`src/rtl/assert_macros.svh`:
```
// Assertion macros for the file that checks the block's own logic.
`ifndef ASSERT_MACROS_SVH
`define ASSERT_MACROS_SVH

// The consequent must hold in the same cycle as the antecedent.
`define AI2D_ASSERT_SAME(label, ante, cons) \
    label: assert property (@(posedge clk) disable iff (!rst_n) (ante) |-> (cons)) \
        else $error("same-cycle check failed");

// The consequent must hold in the cycle after the antecedent.
`define AI2D_ASSERT_NEXT(label, ante, cons) \
    label: assert property (@(posedge clk) disable iff (!rst_n) (ante) |=> (cons)) \
        else $error("next-cycle check failed");

`endif

```
`src/rtl/ai2d_pkg.sv`:
```
// Shared constants and types of the affine inverse block.
package ai2d_pkg;

    // Six coefficients in, six coefficients out.
    localparam int NUM_LANES  = 6;
    localparam int FIELD_BITS = 32;

    // Control that travels down the pipeline with each request.
    typedef struct packed {
        logic valid;
        logic sing;
    } ai2d_ctl_t;

endpackage

```
`src/rtl/ai2d_back.sv`:
```
// Back end: sign, saturation, singular bypass and the output register.
module ai2d_back
    import ai2d_pkg::*;
#(
    parameter int COEF_BITS = 32
)
(
    input  logic                                  clk,
    input  logic                                  rst_n,
    input  logic                                  en,
    input  ai2d_ctl_t                             ctl,
    input  logic [NUM_LANES-1:0][COEF_BITS-1:0]   coef,
    input  logic [NUM_LANES-1:0][COEF_BITS-1:0]   quot,
    input  logic [NUM_LANES-1:0]                  qneg,
    input  logic [NUM_LANES-1:0]                  pre_ovf,
    output logic                                  out_valid,
    output logic [NUM_LANES-1:0][FIELD_BITS-1:0]  result,
    output logic                                  singular,
    output logic                                  overflow
);

    localparam logic [COEF_BITS-1:0] SAT_NEG = {1'b1, {(COEF_BITS-1){1'b0}}};
    localparam logic [COEF_BITS-1:0] SAT_POS = ~SAT_NEG;

    logic [COEF_BITS-1:0]                 val [NUM_LANES];
    logic [NUM_LANES-1:0]                 sat;
    logic [NUM_LANES-1:0][FIELD_BITS-1:0] result_next;

    logic                                 valid_reg;
    logic [NUM_LANES-1:0][FIELD_BITS-1:0] result_reg;
    logic                                 sing_reg;
    logic                                 ovf_reg;

    // Apply the sign, clamp to the signed coefficient range, or pass a singular matrix through.
    always_comb
    begin
        for (int k = 0; k < NUM_LANES; k++)
        begin
            sat[k] = 1'b0;
            if (pre_ovf[k])
            begin
                val[k] = qneg[k] ? SAT_NEG : SAT_POS;
                sat[k] = 1'b1;
            end
            else if (qneg[k])
            begin
                if (quot[k] > SAT_NEG)
                begin
                    val[k] = SAT_NEG;
                    sat[k] = 1'b1;
                end
                else
                    val[k] = -quot[k];
            end
            else if (quot[k] > SAT_POS)
            begin
                val[k] = SAT_POS;
                sat[k] = 1'b1;
            end
            else
                val[k] = quot[k];
            result_next[k] = ctl.sing ? FIELD_BITS'($signed(coef[k]))
                                      : FIELD_BITS'($signed(val[k]));
        end
    end

    // Output valid.
    always_ff @(posedge clk or negedge rst_n)
    begin
        if (!rst_n)
            valid_reg <= 1'b0;
        else if (en)
            valid_reg <= ctl.valid;
    end

    // Output data.
    always_ff @(posedge clk)
    begin
        if (en)
        begin
            result_reg <= result_next;
            sing_reg   <= ctl.sing;
            ovf_reg    <= !ctl.sing && (|sat);
        end
    end

    assign out_valid = valid_reg;
    assign result    = result_reg;
    assign singular  = sing_reg;
    assign overflow  = ovf_reg;

endmodule

```
`config.mk`:
```
export PLATFORM = sky130hd
export DESIGN_NAME = ai2d_back
export DESIGN_NICKNAME = d
export VERILOG_FILES = /design/src/rtl/assert_macros.svh /design/src/rtl/ai2d_pkg.sv /design/src/rtl/ai2d_back.sv
export SDC_FILE = /design/constraint.sdc
export NUM_CORES = 1
export LEC_CHECK = 0
export ABC_AREA = 1
export BUFFER_PORTS_ARGS = -buffer_cell sky130_fd_sc_hd__buf_2
export CAP_MARGIN = 25
export CORE_AREA = 5 5 226 228
export CTS_BUF_LIST = sky130_fd_sc_hd__clkbuf_8
export CTS_CLUSTER_DIAMETER = 80
export CTS_CLUSTER_SIZE = 24
export DETAILED_ROUTE_END_ITERATION = 8
export DIE_AREA = 0 0 231 233
export GPL_TIMING_DRIVEN = 0
export PLACE_DENSITY_LB_ADDON = 0.15
export SLEW_MARGIN = 20
export SYNTH_ARGS = -nofsm -noshare
export SYNTH_HDL_FRONTEND = slang
export SYNTH_SLANG_ARGS = --single-unit
```
`constraint.sdc`:
```
create_clock -name clk -period 1 [get_ports clk]
set_input_delay 0.05 -clock clk [delete_from_list [all_inputs] [get_ports clk]]
set_output_delay 0.05 -clock clk [all_outputs]
set_load 0.01 [all_outputs]
```
# After elaboration in Yosys (flattened, before gate mapping)
# Index checks and enable logic that the tools add are counted.
[op_classes]
add_sub_neg = 6
n_lt_le_gt_ge = 12
muxes = 60
n_reduce_logical = 3
[ops]
columns = ["cell", "count"]
rows = [
  ["32-bit two-way mux", 36],
  ["32-bit by 31-bit greater-than comparator with 1-bit output (second input constant)", 6],
  ["32-bit greater-than comparator (second input constant)", 6],
  ["32-bit negation", 6],
  ["1-bit two-way mux", 24],
  ["6-bit OR reduction", 1],
  ["1-bit logical AND", 1],
  ["1-bit logical NOT", 1],
]
[word_totals]
ff_bits = 195
input_bits = 401
out_inout_bits = 195
elab_cells = 90

# Depth between registers and ports, before layout
[depth]
ltp_word = 6
mapped_depth = 13
depth_no_buf = 12

# Worst setup path after synthesis
# No wires, ideal clock.
[synth_timing]
path_type = "input-to-reg"
from = "in quot[0] in the netlist's numbering"
to = "reg result_reg, in the netlist result[28], data pin"
setup_time_ns = 0.146
arrival_ns = 1.472
required_ns = 0.854
setup_slack_ns = -0.618
cell_stages = 11
path_buffers = 1
cell_sequence = "inv_1 -> ha_1 -> nand3_1 -> nor2_4 -> nand2_2 -> o21ai_4 -> nand2_2 -> nor2_4 -> buf_6 -> nand3_1 -> a21oi_1"
[synth_rtl]
columns = ["item", "line_no", "text"]
rows = [
  ["start, declared", "ai2d_back.sv:13", "input logic [NUM_LANES-1:0][COEF_BITS-1:0] quot,"],
  ["end signal, assigned", "ai2d_back.sv:81", "result_reg <= result_next;"],
  ["end, declared", "ai2d_back.sv:30", "logic [NUM_LANES-1:0][FIELD_BITS-1:0] result_reg;"],
]

# Final worst setup path
[layout_timing]
from = "reg result_reg, in the netlist result[103]"
to = "out result[103] in the netlist's numbering"
[layout_rtl]
columns = ["item", "line_no", "text"]
rows = [
  ["end, declared", "ai2d_back.sv:17", "output logic [NUM_LANES-1:0][FIELD_BITS-1:0] result,"],
]
# No word-level cell between the ends.

==> impl_metrics.ini <==
[die]
core_um2 = 48650
dieArea_um2 = 53820
std_cell_rows = 81
start_util = 0.3198
ios = 596
die_y_um = 233
die_w_um = 231

[sta]
final.period_utilization = 1.384
max_freq_ghz = 0.7227
report.final.slew_viol_count = 0
worstMarginPinSlew_ps = 716.3
hold_viol = 57
rsz0062_at_grt = yes
finalClockSkew_ps = 0
max-slew-margin-rel = 0.5225
timing.hold.ws_ps = -149.0
finalSetupViolations = 320
fin_crit_ps = 1384
worst_slack_ps = -383.8

[setup_path]
startpoint_type = flip-flop
cp.arrival_ps = 1330
end_kind = output port
cp_max_fo = 1
cp_top_family = flip-flops
crit_chain = buf_2
crit_type = flip-flop to output port
cpMaxStageDelayCell = edfxtp_1
required_ps = 950
max_stage_delay_ps = 540
cp_num_buf_inv = 1

[power]
p_per_area_nw_per_um2 = 858.6
p_leak_nw = 12.41
vdd_drop_max_mv = 0.6791

[finish]
stdcell_count = 4096
nNetsFinal = 3850
drive_above_1_share = 0.4523
synthToLayoutAreaGrowth_pct = 90.44
final_common_cell = buf_2
nFillCells = 4331
largest_reg_flops = 192
layout_common_cells = 487 x buf_2, 404 x nor2_1, 364 x dlygate4sd3_1

[routing]
wl_per_cell_um = 21.76
drt_pre_antenna_iters = 6
drc = 0
viasPerCell = 5.222
vias = 21390
drt_iter0_drc = 1457
finalWirelength_um = 89140
ant_nets = 0

[placement]
dp_cells = 3478
hpwl_um = 63910
gp_congestion = 0.9777
pre_cts_ws_ps = -1416
numPortBuffers = 591

[synth]
synth_area_um2 = 15560
synth.distinct_cells = 42
synth_nets = 2670
ys_seq_area_frac = 0.3761
ys_ff_latch = 195
synth.avg_cell_area_um2 = 6.874
ys_warn_count = 0
syn_inst = 2263

[min_path]
min_path_type = primary input to flip-flop

[global_routing]
use_met1 = 0.3598
grt_pass1_wl_um = 126100
use_met3 = 0.06907
track_usage = 0.3068
grt_overflow = 0
grt_max_degree = 63
antenna_found_initial = 23
grtUsageMet2 = 0.5529
grt_pass1_vias = 21070
grt-busiest-layer = met2

[status]
status = complete, but fails checks
violations = negative hold slack, negative setup slack

[clock_tree]
htreeDepth = 4
cts_buffers = 17
clock_sinks = 195
cts_buffer_depth = 2
clk_pin_slew_ps = 110
cts_tree = done
cts_root_buffer = clkbuf_8
clk_latency_ps = 580

[run]
maxCapViolCount = 0
per-stage QoR:
step	area (um^2)	total power, mW	utilization	setup TNS (ps)
final	29630	25.44	0.6090	-39340
after global placement	19820	16.76	0.4074	-742540
after floorplan	16080	13.32	-	-61530
after CTS	26140	24.13	0.5374	-53230
after detailed placement	19890	16.74	0.4088	-245190
after global routing	29610	26.48	0.6087	-54860
final cells by class:
cell class | count | area, um^2 | share of cell area
Multi-Input combinational cell | 1845 | 12030 | 0.4062
Timing Repair Buffer | 1164 | 9285 | 0.3134
Sequential cell | 195 | 5851 | 0.1975
Tap cell | 622 | 778.2 | 0.02627
Inverter | 142 | 720.7 | 0.02433
Buffer | 78 | 546.8 | 0.01846
Clock buffer | 17 | 234.0 | 0.007898
Clock inverter | 15 | 131.4 | 0.004434
Antenna cell | 18 | 45.04 | 0.001520
cells by family after synthesis:
logic type	share of synthesized area
flops	0.3761
mux	0.0007238
compound gates	0.1424
simple gates	0.3437
fa+ha+maj	0.004826
buf+inv	0.06016
xor+xnor	0.07207
tightest hold or removal path: cells and delay by family:
| kind | cells | cell delay [ps] |
|---|---|---|
| compound gates | 2 | 180 |
| buf+inv | 1 | 90 |
Yosys cell counts (all sizes together):
cell | count | share of area
nor2 | 600 | 0.15
nand2 | 520 | 0.13
a21oi | 273 | 0.089
edfxtp | 194 | 0.37
inv | 136 | 0.033
nand3 | 108 | 0.035
o21ai | 97 | 0.033
xor2 | 95 | 0.053
clkbuf | 59 | 0.014
nand4 | 34 | 0.014
xnor2 | 33 | 0.019
a211oi | 29 | 0.014
buf | 22 | 0.012
nor3 | 22 | 0.0078
a31oi | 6 | 0.0024
clkinv | 6 | 0.0016
ha | 6 | 0.0048
o21bai | 6 | 0.0029
or2 | 4 | 0.0016
nand3b | 3 | 0.0014
nor3b | 2 | 0.00096
o211ai | 2 | 0.00096
a31o | 1 | 0.00056
and3 | 1 | 0.00040
dfrtp | 1 | 0.0016
mux2 | 1 | 0.00072
nor4 | 1 | 0.00040
o22ai | 1 | 0.00040
final timing paths:
path / depth (start not counted) / slack (ps) / endpoint / from
worst max-delay path: 1 / -380 / result[103] / result[103]$_DFFE_PP_
worst min-delay path: 3 / -150 / result[33]$_DFFE_PP_ / quot[33]
worst max register to register: 2 / 120 / out_valid$_DFFE_PN0P_ / out_valid$_DFFE_PN0P_
worst min register to register: 2 / 620 / out_valid$_DFFE_PN0P_ / out_valid$_DFFE_PN0P_
max in group asynchronous: 3 / 600 / out_valid$_DFFE_PN0P_ / rst_n
min in group asynchronous: 3 / 300 / out_valid$_DFFE_PN0P_ / rst_n
repair_timing:
| item | in CTS | in global routing |
|---|---|---|
| gates resized for setup | 380 | 793 |
| endpoints found under the setup margin | 388 | 423 |
| buffers inserted | 103 | 96 |
| gates cloned | 9 | 2 |
| pin swaps | 99 | 284 |
| endpoints found under the hold margin | 248 | 65 |
| hold buffers | 358 | 9 |
report_power, final:
part	internal [mW]	switching (mW)
clock	1.99	3.37
combinational	4.40	5.44
sequential	9.96	0.283
total	16.3	9.09
metal layers:
metal,wire length [um],share of wire
met1,34220,0.38
met2,44360,0.50
met5,67,0.00075
met4,3855,0.043
met3,6639,0.074
Note: power is estimated with default switching activity, not from simulation.
